`config.mk`:
```
export PLATFORM = sky130hd
export DESIGN_NAME = tcp_payload_pattern_rewriter
export DESIGN_NICKNAME = d
export VERILOG_FILES = /design/src/hw/rtl/tppr_pkg.sv /design/src/hw/rtl/tppr_stage.sv /design/src/hw/rtl/tppr_out_fifo.sv /design/src/hw/rtl/tcp_payload_pattern_rewriter.sv
export SDC_FILE = /design/constraint.sdc
export NUM_CORES = 2
export LEC_CHECK = 0
export ABC_AREA = 1
export BUFFER_PORTS_ARGS = -buffer_cell sky130_fd_sc_hd__buf_2
export CORE_AREA = 2 2 285 287
export DETAILED_ROUTE_END_ITERATION = 10
export DIE_AREA = 0 0 287 289
export MAX_ROUTING_LAYER = met4
export PLACE_DENSITY = 0.77
export SYNTH_ARGS = -nofsm -noshare
export SYNTH_HDL_FRONTEND = slang
export SYNTH_SLANG_ARGS = --single-unit
```
`constraint.sdc`:
```
create_clock -name clk -period 22.1 [get_ports clk]
set_input_delay 6.63 -clock clk [delete_from_list [all_inputs] [get_ports clk]]
set_output_delay 6.63 -clock clk [all_outputs]
set_load 0.05 [all_outputs]
```
`src/hw/rtl/tppr_pkg.sv`:
```
package tppr_pkg;

    localparam int PATTERN_MAX_DEF = 8;
    localparam logic [15:0] PKT_SAT = 16'hFFFF;

    localparam logic [2:0] REG_PATTERN_A     = 3'd0;
    localparam logic [2:0] REG_PATTERN_A_LEN = 3'd1;
    localparam logic [2:0] REG_REPLACE_A     = 3'd2;
    localparam logic [2:0] REG_PATTERN_B     = 3'd3;
    localparam logic [2:0] REG_PATTERN_B_LEN = 3'd4;
    localparam logic [2:0] REG_REPLACE_B     = 3'd5;

    localparam logic KIND_BYTE = 1'b0;
    localparam logic KIND_REC  = 1'b1;

    localparam logic [31:0] TCP_PROTO = 32'd6;

    typedef struct packed {
        logic        kind;
        logic [7:0]  data;
        logic [15:0] csum;
        logic        changed;
        logic        last;
    } out_item_t;

endpackage

```
`src/hw/rtl/tppr_stage.sv`:
```
module tppr_stage #(
    parameter int PATTERN_MAX = tppr_pkg::PATTERN_MAX_DEF
) (
    input  logic        clk,
    input  logic        rst_n,
    input  logic [63:0] pattern,
    input  logic [3:0]  pattern_len,
    input  logic [63:0] replace,
    input  logic [6:0]  pay_start,
    input  logic [15:0] total_len,
    input  logic        clear,
    input  logic        in_valid,
    input  logic [7:0]  in_byte,
    input  logic        in_last,
    output logic        in_ready,
    output logic        out_valid,
    output logic [7:0]  out_byte,
    output logic        out_last,
    input  logic        out_take,
    output logic        found
);

    localparam int FW = $clog2(PATTERN_MAX + 1);
    localparam int IW = (PATTERN_MAX > 1) ? $clog2(PATTERN_MAX) : 1;

    logic [7:0]    cells_reg [PATTERN_MAX];
    logic [7:0]    sh        [PATTERN_MAX];
    logic [7:0]    repc      [PATTERN_MAX];
    logic [FW-1:0] fill_reg;
    logic [FW-1:0] fill_next;
    logic          found_reg;
    logic          flush_reg;
    logic          flush_next;
    logic [15:0]   pos_reg;
    logic          out_valid_reg;
    logic [7:0]    out_byte_reg;
    logic          out_last_reg;

    logic [FW-1:0] len_eff;
    logic [FW-1:0] limit;
    logic [FW-1:0] fill_p;
    logic [FW-1:0] fill_m;
    logic [FW-1:0] lim_p;
    logic          space;
    logic          drain;
    logic          push;
    logic          pop_only;
    logic          do_pop;
    logic          last_tag;
    logic [7:0]    pop_byte;
    logic          match;
    logic          hit;
    logic          pay_ok;
    logic [16:0]   p1;
    logic [16:0]   lenx;
    logic [3:0]    idx;

    always_comb
    begin
        len_eff = (pattern_len > 4'(PATTERN_MAX)) ? FW'(PATTERN_MAX) : FW'(pattern_len);
        limit = (len_eff == '0) ? '0 : len_eff - FW'(1);
        space = !out_valid_reg || out_take;
        drain = flush_reg ? (fill_reg != '0) : (fill_reg > limit);
        in_ready = space && !drain && !flush_reg;
        push = in_valid && in_ready;
        pop_only = space && drain;
        fill_p = fill_reg + FW'(1);
        fill_m = fill_reg - FW'(1);

        p1 = {1'b0, pos_reg} + 17'd1;
        lenx = 17'(len_eff);
        pay_ok = (p1 >= lenx) && ((p1 - lenx) >= 17'(pay_start)) && (pos_reg < total_len);

        sh[0] = in_byte;
        for (int j = 1; j < PATTERN_MAX; j++)
        begin
            sh[j] = cells_reg[j-1];
        end

        match = 1'b1;
        for (int j = 0; j < PATTERN_MAX; j++)
        begin
            idx = 4'(len_eff) - 4'(1) - 4'(j);
            if (FW'(j) < len_eff && sh[j] != pattern[{idx[2:0], 3'b000} +: 8])
            begin
                match = 1'b0;
            end
        end
        idx = '0;

        hit = push && (len_eff != '0) && (fill_p >= len_eff) && !found_reg && pay_ok && match;

        for (int j = 0; j < PATTERN_MAX; j++)
        begin
            idx = 4'(len_eff) - 4'(1) - 4'(j);
            repc[j] = (hit && FW'(j) < len_eff) ? replace[{idx[2:0], 3'b000} +: 8] : sh[j];
        end

        lim_p = in_last ? '0 : limit;
        do_pop = 1'b0;
        fill_next = fill_reg;
        flush_next = flush_reg;
        last_tag = 1'b0;
        pop_byte = repc[fill_reg[IW-1:0]];
        if (push)
        begin
            do_pop = fill_p > lim_p;
            fill_next = do_pop ? fill_reg : fill_p;
            flush_next = in_last && (fill_next != '0);
            last_tag = in_last && (fill_next == '0);
        end
        else if (pop_only)
        begin
            do_pop = 1'b1;
            pop_byte = cells_reg[fill_m[IW-1:0]];
            fill_next = fill_m;
            flush_next = flush_reg && (fill_m != '0);
            last_tag = flush_reg && (fill_m == '0);
        end
    end

    always_ff @(posedge clk or negedge rst_n)
    begin
        if (!rst_n)
        begin
            fill_reg <= '0;
            found_reg <= 1'b0;
            flush_reg <= 1'b0;
            pos_reg <= '0;
            out_valid_reg <= 1'b0;
        end
        else
        begin
            fill_reg <= fill_next;
            flush_reg <= flush_next;
            if (clear)
            begin
                found_reg <= 1'b0;
                pos_reg <= '0;
            end
            else if (push)
            begin
                found_reg <= found_reg || hit;
                pos_reg <= (pos_reg < tppr_pkg::PKT_SAT) ? pos_reg + 16'd1 : pos_reg;
            end
            if (do_pop)
            begin
                out_valid_reg <= 1'b1;
            end
            else if (out_take)
            begin
                out_valid_reg <= 1'b0;
            end
        end
    end

    always_ff @(posedge clk)
    begin
        if (push)
        begin
            for (int j = 0; j < PATTERN_MAX; j++)
            begin
                cells_reg[j] <= repc[j];
            end
        end
        if (do_pop)
        begin
            out_byte_reg <= pop_byte;
            out_last_reg <= last_tag;
        end
    end

    assign out_valid = out_valid_reg;
    assign out_byte = out_byte_reg;
    assign out_last = out_last_reg;
    assign found = found_reg;

endmodule

```
`src/hw/rtl/tppr_out_fifo.sv`:
```
module tppr_out_fifo (
    input  logic                clk,
    input  logic                rst_n,
    input  logic                push,
    input  tppr_pkg::out_item_t push_item,
    output logic                space,
    output logic                out_valid,
    input  logic                out_stall,
    output tppr_pkg::out_item_t head
);

    tppr_pkg::out_item_t e0_reg;
    tppr_pkg::out_item_t e1_reg;
    logic [1:0]          count_reg;
    logic                pop;

    assign out_valid = count_reg != 2'd0;
    assign space = count_reg != 2'd2;
    assign pop = out_valid && !out_stall;
    assign head = e0_reg;

    always_ff @(posedge clk or negedge rst_n)
    begin
        if (!rst_n)
        begin
            count_reg <= 2'd0;
        end
        else if (push && !pop)
        begin
            count_reg <= count_reg + 2'd1;
        end
        else if (pop && !push)
        begin
            count_reg <= count_reg - 2'd1;
        end
    end

    always_ff @(posedge clk)
    begin
        if (pop)
        begin
            e0_reg <= (push && count_reg == 2'd1) ? push_item : e1_reg;
            if (push && count_reg == 2'd2)
            begin
                e1_reg <= push_item;
            end
        end
        else if (push)
        begin
            if (count_reg == 2'd0)
            begin
                e0_reg <= push_item;
            end
            else
            begin
                e1_reg <= push_item;
            end
        end
    end

endmodule

```
`src/hw/rtl/tcp_payload_pattern_rewriter.sv`:
```
// Stage A holds back len_a-1 bytes and stage B len_b-1. Throughput: one byte per
// cycle while out_stall is low and no record is pending; each chain advances one
// byte per push. A packet's last byte flushes both chains, then ST_SUM and ST_REC
// build the checksum record; input stalls from the last byte until it is queued.
// Reset (rst_n low, asynchronous) clears registers, chains and the output queue.
module tcp_payload_pattern_rewriter #(
    parameter int PATTERN_MAX = tppr_pkg::PATTERN_MAX_DEF
) (
    input  logic        clk,
    input  logic        rst_n,
    input  logic        cfg_valid,
    output logic        cfg_ready,
    input  logic [2:0]  cfg_index,
    input  logic [63:0] cfg_data,
    input  logic        in_valid,
    output logic        in_stall,
    input  logic [7:0]  pkt_byte,
    input  logic        pkt_last,
    output logic        out_valid,
    input  logic        out_stall,
    output logic        rec_kind,
    output logic [7:0]  out_byte,
    output logic [15:0] new_checksum,
    output logic        was_changed,
    output logic        rec_last
);

    localparam logic [1:0] ST_RUN = 2'd0;
    localparam logic [1:0] ST_SUM = 2'd1;
    localparam logic [1:0] ST_REC = 2'd2;

    logic [63:0] pattern_a_reg;
    logic [3:0]  pattern_a_len_reg;
    logic [63:0] replace_a_reg;
    logic [63:0] pattern_b_reg;
    logic [3:0]  pattern_b_len_reg;
    logic [63:0] replace_b_reg;

    logic [1:0]  state_reg;
    logic [1:0]  state_next;
    logic        busy_reg;
    logic [15:0] pos_reg;
    logic [3:0]  ihl_reg;
    logic [3:0]  tcp_reg;
    logic [15:0] total_reg;
    logic [31:0] acc_reg;
    logic [31:0] acc_next;
    logic [7:0]  hold_reg;
    logic [15:0] ocount_reg;
    logic [31:0] sum_reg;

    logic [3:0]  ihl_eff;
    logic [3:0]  tcp_eff;
    logic [5:0]  hdr;
    logic [6:0]  pay;
    logic [15:0] h16;
    logic        accept;
    logic        a_in_ready;
    logic        a_out_valid;
    logic [7:0]  a_out_byte;
    logic        a_out_last;
    logic        a_found;
    logic        b_in_ready;
    logic        b_out_valid;
    logic [7:0]  b_out_byte;
    logic        b_out_last;
    logic        b_found;
    logic        take_a;
    logic        take_b;
    logic        clear;
    logic        fifo_space;
    logic        fifo_push;
    tppr_pkg::out_item_t push_item;
    tppr_pkg::out_item_t head;

    logic [15:0] k;
    logic        in_seg;
    logic [7:0]  c;
    logic [31:0] hdr_add;
    logic [31:0] emit_add;
    logic [15:0] n;
    logic [15:0] nh;
    logic [31:0] pad;
    logic [31:0] seg;
    logic [16:0] f1;
    logic [16:0] f2;

    assign cfg_ready = 1'b1;

    always_ff @(posedge clk or negedge rst_n)
    begin
        if (!rst_n)
        begin
            pattern_a_reg <= '0;
            pattern_a_len_reg <= '0;
            replace_a_reg <= '0;
            pattern_b_reg <= '0;
            pattern_b_len_reg <= '0;
            replace_b_reg <= '0;
        end
        else if (cfg_valid)
        begin
            unique case (cfg_index)
                tppr_pkg::REG_PATTERN_A:     pattern_a_reg <= cfg_data;
                tppr_pkg::REG_PATTERN_A_LEN: pattern_a_len_reg <= cfg_data[3:0];
                tppr_pkg::REG_REPLACE_A:     replace_a_reg <= cfg_data;
                tppr_pkg::REG_PATTERN_B:     pattern_b_reg <= cfg_data;
                tppr_pkg::REG_PATTERN_B_LEN: pattern_b_len_reg <= cfg_data[3:0];
                tppr_pkg::REG_REPLACE_B:     replace_b_reg <= cfg_data;
                default:                     ;
            endcase
        end
    end

    assign ihl_eff = (ihl_reg < 4'd5) ? 4'd5 : ihl_reg;
    assign tcp_eff = (tcp_reg < 4'd5) ? 4'd5 : tcp_reg;
    assign hdr = {ihl_eff, 2'b00};
    assign pay = 7'(hdr) + {1'b0, tcp_eff, 2'b00};
    assign h16 = 16'(hdr);

    assign in_stall = busy_reg || !a_in_ready;
    assign accept = in_valid && !in_stall;
    assign take_a = a_out_valid && b_in_ready;
    assign take_b = b_out_valid && fifo_space && (state_reg == ST_RUN);
    assign clear = (state_reg == ST_REC) && fifo_space;

    tppr_stage #(.PATTERN_MAX(PATTERN_MAX)) u_stage_a (
        .clk         (clk),
        .rst_n       (rst_n),
        .pattern     (pattern_a_reg),
        .pattern_len (pattern_a_len_reg),
        .replace     (replace_a_reg),
        .pay_start   (pay),
        .total_len   (total_reg),
        .clear       (clear),
        .in_valid    (in_valid && !busy_reg),
        .in_byte     (pkt_byte),
        .in_last     (pkt_last),
        .in_ready    (a_in_ready),
        .out_valid   (a_out_valid),
        .out_byte    (a_out_byte),
        .out_last    (a_out_last),
        .out_take    (take_a),
        .found       (a_found)
    );

    tppr_stage #(.PATTERN_MAX(PATTERN_MAX)) u_stage_b (
        .clk         (clk),
        .rst_n       (rst_n),
        .pattern     (pattern_b_reg),
        .pattern_len (pattern_b_len_reg),
        .replace     (replace_b_reg),
        .pay_start   (pay),
        .total_len   (total_reg),
        .clear       (clear),
        .in_valid    (a_out_valid),
        .in_byte     (a_out_byte),
        .in_last     (a_out_last),
        .in_ready    (b_in_ready),
        .out_valid   (b_out_valid),
        .out_byte    (b_out_byte),
        .out_last    (b_out_last),
        .out_take    (take_b),
        .found       (b_found)
    );

    always_comb
    begin
        k = ocount_reg - h16;
        in_seg = (ocount_reg >= h16) && (ocount_reg < total_reg);
        c = (k == 16'd16 || k == 16'd17) ? 8'd0 : b_out_byte;
        emit_add = (take_b && in_seg && k[0]) ? {16'd0, hold_reg, c} : 32'd0;
        hdr_add = 32'd0;
        if (accept && pos_reg >= 16'd12 && pos_reg <= 16'd19)
        begin
            hdr_add = pos_reg[0] ? {24'd0, pkt_byte} : {16'd0, pkt_byte, 8'd0};
        end
        acc_next = acc_reg + hdr_add + emit_add;

        n = (ocount_reg < total_reg) ? ocount_reg : total_reg;
        nh = n - h16;
        pad = (n > h16 && nh[0]) ? {16'd0, hold_reg, 8'd0} : 32'd0;
        seg = (total_reg > h16) ? {16'd0, total_reg - h16} : 32'd0;

        f1 = {1'b0, sum_reg[31:16]} + {1'b0, sum_reg[15:0]};
        f2 = {1'b0, f1[15:0]} + {16'd0, f1[16]};

        state_next = state_reg;
        unique case (state_reg)
            ST_RUN:  if (take_b && b_out_last) state_next = ST_SUM;
            ST_SUM:  state_next = ST_REC;
            ST_REC:  if (fifo_space) state_next = ST_RUN;
            default: state_next = ST_RUN;
        endcase

        fifo_push = take_b || clear;
        push_item.kind = clear ? tppr_pkg::KIND_REC : tppr_pkg::KIND_BYTE;
        push_item.data = clear ? 8'd0 : b_out_byte;
        push_item.csum = clear ? ~f2[15:0] : 16'd0;
        push_item.changed = clear && (a_found || b_found);
        push_item.last = clear;
    end

    always_ff @(posedge clk or negedge rst_n)
    begin
        if (!rst_n)
        begin
            state_reg <= ST_RUN;
            busy_reg <= 1'b0;
            pos_reg <= '0;
            ihl_reg <= '0;
            tcp_reg <= '0;
            total_reg <= '0;
            acc_reg <= '0;
            hold_reg <= '0;
            ocount_reg <= '0;
            sum_reg <= '0;
        end
        else
        begin
            state_reg <= state_next;
            if (state_reg == ST_SUM)
            begin
                sum_reg <= acc_reg + pad + tppr_pkg::TCP_PROTO + seg;
            end
            if (clear)
            begin
                busy_reg <= 1'b0;
                pos_reg <= '0;
                ihl_reg <= '0;
                tcp_reg <= '0;
                total_reg <= '0;
                acc_reg <= '0;
                hold_reg <= '0;
                ocount_reg <= '0;
            end
            else
            begin
                acc_reg <= acc_next;
                if (accept)
                begin
                    busy_reg <= pkt_last;
                    pos_reg <= (pos_reg < tppr_pkg::PKT_SAT) ? pos_reg + 16'd1 : pos_reg;
                    if (pos_reg == 16'd0)
                    begin
                        ihl_reg <= pkt_byte[3:0];
                    end
                    if (pos_reg == 16'd2)
                    begin
                        total_reg[15:8] <= pkt_byte;
                    end
                    if (pos_reg == 16'd3)
                    begin
                        total_reg[7:0] <= pkt_byte;
                    end
                    if (pos_reg == h16 + 16'd12)
                    begin
                        tcp_reg <= pkt_byte[7:4];
                    end
                end
                if (take_b)
                begin
                    ocount_reg <= (ocount_reg < tppr_pkg::PKT_SAT) ? ocount_reg + 16'd1
                                                                   : ocount_reg;
                    if (in_seg && !k[0])
                    begin
                        hold_reg <= c;
                    end
                end
            end
        end
    end

    tppr_out_fifo u_out_fifo (
        .clk       (clk),
        .rst_n     (rst_n),
        .push      (fifo_push),
        .push_item (push_item),
        .space     (fifo_space),
        .out_valid (out_valid),
        .out_stall (out_stall),
        .head      (head)
    );

    assign rec_kind = head.kind;
    assign out_byte = head.data;
    assign new_checksum = head.csum;
    assign was_changed = head.changed;
    assign rec_last = head.last;

endmodule

```
[Yosys cells after proc, flatten, opt, wreduce, memory -nomap -nowiden]
Memory sizes are Yosys's and may differ from the RTL's.
Cells that the tools add are included.
Word-level totals
  bits in registers: 515
  logic and storage cells: 494
  output and inout port bits: 30
  bits of input ports: 81
  memories kept: 2
  memory bits (writable): 128
Operators by class
  reduce and logical (&&, ||, !) cells: 161
  equality and inequality tests: 35
  magnitude comparators: 44
  add/subtract/negate cells: 42
  mux-type cells: 133
  bitwise logic cells: 3
  shift operators: 32
Memories
  u_stage_a.cells_reg: words 8, bits a word 8, read ports 8, clocked after Yosys merged registers in 0, wr ports 8, RTL line tppr_stage.sv:26  | logic [7:0] cells_reg [PATTERN_MAX];
  u_stage_b.cells_reg: words 8, bits a word 8, read ports 8, clocked after Yosys merged registers in 0, wr ports 8, RTL line tppr_stage.sv:26
Operators by type and width (count)
  $shiftx A64 B7 Y8: 32
  $mux W16: 21
  $mux W8: 31
  $mux W27: 8
  $ne A8 B8 Y1: 16
  $add A32 B16 Y32: 3
  $logic_and A1 B1 Y1: 81
  $mux W4: 20
  $add A16 B1 Y16 const B: 4
  $lt A16 B16 Y1 const B: 4
  $bmux W8 S3: 2
  $lt A16 B16 Y1: 3
  $mux W1: 45
  $reduce_bool A2 Y1: 21
  $add A16 B1 Y17 const B: 2
  $ge A17 B4 Y1: 2
  $ge A17 B7 Y1: 2
  $reduce_and A2 Y1: 17
  $sub A17 B4 Y17: 2
  $add A32 B3 Y32 const B: 1
  $add A32 B32 Y32: 1
  $eq A16 B2 Y1 const B: 2
  $eq A16 B5 Y1 const B: 2
  $gt A16 B6 Y1: 2
  45 further kinds: 126

[Longest topological paths before layout]
  depth after elaboration: 26
  depth in mapped cells: 47
  gate-level depth less buffers: 40

[By module]
Synthesis repeated with hierarchy kept, for this count alone.
Second synthesis, totals
  cell total of the unflattened synthesis: 7439
  area total of the unflattened synthesis: 50001.7 um^2
By module, submodules not included
  tcp_payload_pattern_rewriter: cells an instance 2602, times used 1, area each 21084.0 um^2
  tppr_stage (u_stage_a): cells an instance 2374, times used 1, area each 13629.3 um^2
  tppr_stage (u_stage_b): cells an instance 2290, times used 1, area each 13005.0 um^2
  tppr_out_fifo: cells an instance 173, times used 1, area each 2283.4 um^2

[Worst setup path before layout]
No wires, ideal clock.
  path type: input -> register
  from: in in_valid
  to: reg acc_reg[31]
  data required time: 21.964 ns
  buffers on the path: 2
  library setup time: 0.136 ns
  data arrival time: 12.892 ns
  stages: 22
  path slack: 9.072 ns
  cells stage by stage: nand4_1 -> inv_1 -> clkbuf_1 -> nand3_1 -> clkbuf_1 -> nor3_1 -> fa_1 -> ha_1 -> nand2_1 -> o21ai_0 -> nand3_1 -> nand2_1 -> inv_1 -> o21a_1 -> o21ai_0 -> a31oi_1 -> o21ai_0 -> nand2_1 -> nor2_1 -> nand2_1 -> nor3b_1 -> nor3_1
On the way
  cells in the longest elaborated chain, start to end: 7
Ends and longest elaborated chain
  start: declaration: RTL line tcp_payload_pattern_rewriter.sv:15  | input logic in_valid,
  $logic_and A1 B1 Y1: RTL line tcp_payload_pattern_rewriter.sv:122  | assign accept = in_valid && !in_stall;
  $logic_and A1 B1 Y1 (2 in a row): RTL line tcp_payload_pattern_rewriter.sv:174  | if (accept && pos_reg >= 16'd12 && pos_reg <= 16'd19)
  $mux W16: RTL line tcp_payload_pattern_rewriter.sv:174
  $add A32 B32 Y32: RTL line tcp_payload_pattern_rewriter.sv:178  | acc_next = acc_reg + hdr_add + emit_add;
  $add A32 B16 Y32: RTL line tcp_payload_pattern_rewriter.sv:178
  $mux W32: RTL line tcp_payload_pattern_rewriter.sv:226  | if (clear)
  end signal: assignment: RTL line tcp_payload_pattern_rewriter.sv:239  | acc_reg <= acc_next;
  end: declaration: RTL line tcp_payload_pattern_rewriter.sv:46  | logic [31:0] acc_reg;
Every way passes these cells.
A chain may end at the register's enable or synchronous reset.

[Worst setup path in the final report]
  from: reg pattern_a_len_reg[0]
  to: out in_stall
On the way
  cells in the longest elaborated chain, start to end: 11
Ends and longest elaborated chain
  start: declaration: RTL line tcp_payload_pattern_rewriter.sv:33  | logic [3:0] pattern_a_len_reg;
  start signal: assignment: RTL line tcp_payload_pattern_rewriter.sv:105  | tppr_pkg::REG_PATTERN_A_LEN: pattern_a_len_reg <= cfg_data[3:0];
  $gt A4 B4 Y1: RTL line tppr_stage.sv:60  | len_eff = (pattern_len > 4'(PATTERN_MAX)) ? FW'(PATTERN_MAX) : FW'(pattern_len);
  $mux W4 *: RTL line tppr_stage.sv:60
  $sub A4 B1 Y4 / $logic_not A4 Y1 (equally long branches): RTL line tppr_stage.sv:61  | limit = (len_eff == '0) ? '0 : len_eff - FW'(1);
  $mux W4 *: RTL line tppr_stage.sv:61
  $gt A4 B4 Y1 *: RTL line tppr_stage.sv:63  | drain = flush_reg ? (fill_reg != '0) : (fill_reg > limit);
  $mux W1 *: RTL line tppr_stage.sv:63
  $logic_not A1 Y1 *: RTL line tppr_stage.sv:64  | in_ready = space && !drain && !flush_reg;
  $logic_and A1 B1 Y1 * (2 in a row): RTL line tppr_stage.sv:64
  $logic_not A1 Y1 *: RTL line tcp_payload_pattern_rewriter.sv:121  | assign in_stall = busy_reg || !a_in_ready;
  $logic_or A1 B1 Y1 *: RTL line tcp_payload_pattern_rewriter.sv:121
  end: declaration: RTL line tcp_payload_pattern_rewriter.sv:16  | output logic in_stall,
Mark *: on every way between the ends. The rest lies on a longest branch, timed or not.

==> flow_metrics.tcl <==
set metrics [dict create \
    fin_crit_sh_pct 53.2 \
    grt_overflow 0 \
    endpoint_kind "output port" \
    max_freq_mhz 85.1 \
    h-tree-depth 3 \
    drtIter0Drc 6377 \
    period_needed_ps 11750 \
    post_cts_buffers 0 \
    worstPathMaxFanout 66 \
    synth_edf_count 198 \
    yosys_register_bits 641 \
    relSlewSlack_pct 17.0 \
    cts_made_buffers 76 \
    synth_seq_area_share_pct 35.7 \
    synth.avg_cell_area_um2 6.97 \
    drc_errors 0 \
    synth_cell_types 59 \
    power_leakage_nw 25.6 \
    firstDrtPassIters 7 \
    min_path_type "flip-flop to flip-flop" \
    grt_use_total_pct 42.6 \
    vias 48097 \
    dieArea_um2 82900 \
    yosys_warnings 0 \
    gp_congestion 1.05 \
    cts-root-buf "clkbuf_16" \
    holdBufCountCts 0 \
    die_w_um 287 \
    status "completed" \
    ios 111 \
    cts_tree "yes" \
    tns_ps 0 \
    ir_drop_mv 0.0841 \
    setup_viol 0 \
    skew_ps 28.3 \
    cp-start-kind "flip-flop" \
    coreArea_um2 79900 \
    rsz0062_at_grt "false" \
    syn_to_final_growth_pct 7.90 \
    drv_cap 0 \
    critical_path_arrival_ps 5120 \
    ys.flop_type "dfrtp_1" \
    globalRoute.busiestLayer "met2" \
    final_util_pct 64.4 \
    rows 104 \
    met3_usage_pct 9.56 \
    synthCells 6841 \
    cts.repair.resized 0 \
    drive_gt1_share_pct 6.65 \
    cts_sinks 641 \
    antenna_found_initial 4 \
    initial_core_util_pct 59.7 \
    nets 7043 \
    hpwlAfterDp_mm 128 \
    finalHoldViolCount 0 \
    power-per-cell-area_nw_per_um2 145 \
    grtUsageMet1_pct 55.5 \
    cts.path.max_buffers 3 \
    ant_nets 0 \
    clock_latency_ps 650 \
    grt_pass1_wl_mm 260 \
    grtUsageMet2_pct 62.6 \
    wl_mm 174 \
    cts.clk_slew.worst_paths_ps 60 \
    wl_per_cell_um 22.1 \
    grt_max_degree 154 \
    die_h_um 289 \
    maxSlewViolCount 0 \
    grt_pass1_vias 42968 \
    synth_area_um2 47700 \
    via_per_inst 6.11 \
    worstSetupPathType "flip-flop to output port" \
    fillers 7210 \
    cp.required_ps 15470 \
    worst_pin_slew_ps 1240 \
    async_reset_ff_share_pct 69.1 \
    port_buffers 109 \
]
[worst max-delay path: stages (launching register included)]
cell,delay [ps]
dfrtp_2,380
buf_4,340
nor2_1,290
nand2_1,90
nand2_2,60
buf_4,560
nand2_4,350
ha_2,320
inv_1,110
nand2_2,70
nand2_2,100
buf_4,540
inv_1,130
nand2_1,100
ha_1,240
nand2_1,70
o21ai_0,70
a21oi_1,250
nand3_1,110
buf_2,230
[placed cells by master (no fill, tap or decap), types with 15 or more instances in the layout]
| master | instances |
|---|---|
| clkinv_2 | 15 |
| fa_1 | 29 |
| a21oi_1 | 235 |
| xnor2_1 | 30 |
| o22ai_1 | 35 |
| buf_4 | 51 |
| nand2_1 | 1981 |
| xor2_1 | 81 |
| clkinv_1 | 17 |
| edfxtp_1 | 198 |
| nor3_1 | 63 |
| nand4_1 | 119 |
| mux2i_1 | 66 |
| o21ai_0 | 940 |
| nand3_1 | 657 |
| buf_2 | 108 |
| o21ai_1 | 41 |
| nor2_1 | 280 |
| inv_1 | 713 |
| or2_2 | 99 |
| clkbuf_16 | 83 |
| and2_1 | 34 |
| ha_1 | 182 |
| o211ai_1 | 41 |
| o21a_1 | 62 |
| nand3b_1 | 24 |
| dfrtp_1 | 441 |
[synthesized netlist by cell type (3+ instances only)]
cell type	count	area (um2)
fa_1	29	581
a221oi_1	3	26.3
a31oi_1	10	62.6
nor3b_1	4	30.0
o21ai_0	940	4700
buf_4	14	105
inv_2	5	18.8
nor3_1	64	320
nand2_2	6	37.5
o22ai_1	35	219
nand3b_1	24	180
o21a_1	62	465
o221ai_1	11	96.3
nor4_1	13	81.3
xor2_1	81	709
edfxtp_1	198	5950
inv_1	719	2700
a211oi_1	8	60.1
nand4_1	119	744
o21bai_1	7	52.6
a21boi_0	5	37.5
nand4_2	3	37.5
clkinv_1	14	52.6
nor2_1	286	1070
o211ai_1	41	308
nand2_1	1986	7450
nor2_4	3	33.8
mux2i_1	66	661
xor2_4	3	82.6
nor2_2	6	37.5
buf_2	56	280
a21oi_1	235	1180
buf_6	4	45.0
xnor2_1	32	280
dfrtp_1	443	11100
ha_1	184	2300
and2_1	34	213
buf_1	40	150
nand3_2	11	110
nand3_1	659	3300
or2_2	99	619
clkbuf_1	217	815
o21ai_1	41	205
[path summary, 6_finish.rpt]
kind                                            from                end  slack [ps]  depth (start not counted)
worst min register to register    u_stage_b.out_last       state_reg[0]         450                          2
worst max-delay path            pattern_a_len_reg[0]           in_stall       10350                         19
max in group asynchronous                      rst_n  pattern_a_reg[13]       12840                          4
min in group asynchronous                      rst_n        sum_reg[11]        6050                          1
worst max register to register  pattern_a_len_reg[0]        acc_reg[31]       12500                         39
worst min-delay path              u_stage_b.out_last       state_reg[0]         450                          2
[report_power, final]
part	internal [mW]	switching (mW)	total (mW)
Sequential	1.61	0.268	1.88
Combinational	1.22	3.01	4.23
Clock	0.828	0.555	1.38
[logic make-up after synthesis]
kind of cell	share of synthesized area, %
simple gates	30.0
compound gates	15.7
buf+inv	8.76
flops	35.7
fa+ha+maj	6.04
xor+xnor	2.35
mux	1.43
other cells	0.00786
[metrics by stage]
step / area (um2) / setup WS, ps / total power, mW / instances / hold WS (ps)
2_1_floorplan: 47700 / 9070 / 4.61 / 6843 / 448
3_3_place_gp: 48700 / 10260 / 5.87 / 7731 / 463
3_5_place_dp: 48700 / 10070 / 5.95 / 7731 / 469
4_1_cts: 51500 / 10440 / 7.34 / 7872 / 446
5_1_grt: 51500 / 9990 / 7.94 / 7874 / 483
6_report: 51500 / 10350 / 7.49 / 7877 / 455
[metal layers]
layer  up-vias  share of wire [%]
met5         -                  0
met4         0                6.1
met3       525                 12
met2      2749                 43
met1     22283                 39
li1      22540                  -
[final cells by class]
class | instances | area (um2) | share of cell area, %
antenna | 5 | 12.5 | 0.0243
clock buffer | 106 | 2260 | 4.40
clock inverter | 35 | 485 | 0.943
inverter | 738 | 2770 | 5.38
multi-input combinational | 5132 | 26600 | 51.8
sequential | 641 | 17000 | 33.1
tap | 1060 | 1330 | 2.58
timing repair buffer | 160 | 938 | 1.82
Power figures use the tool's default switching activity.
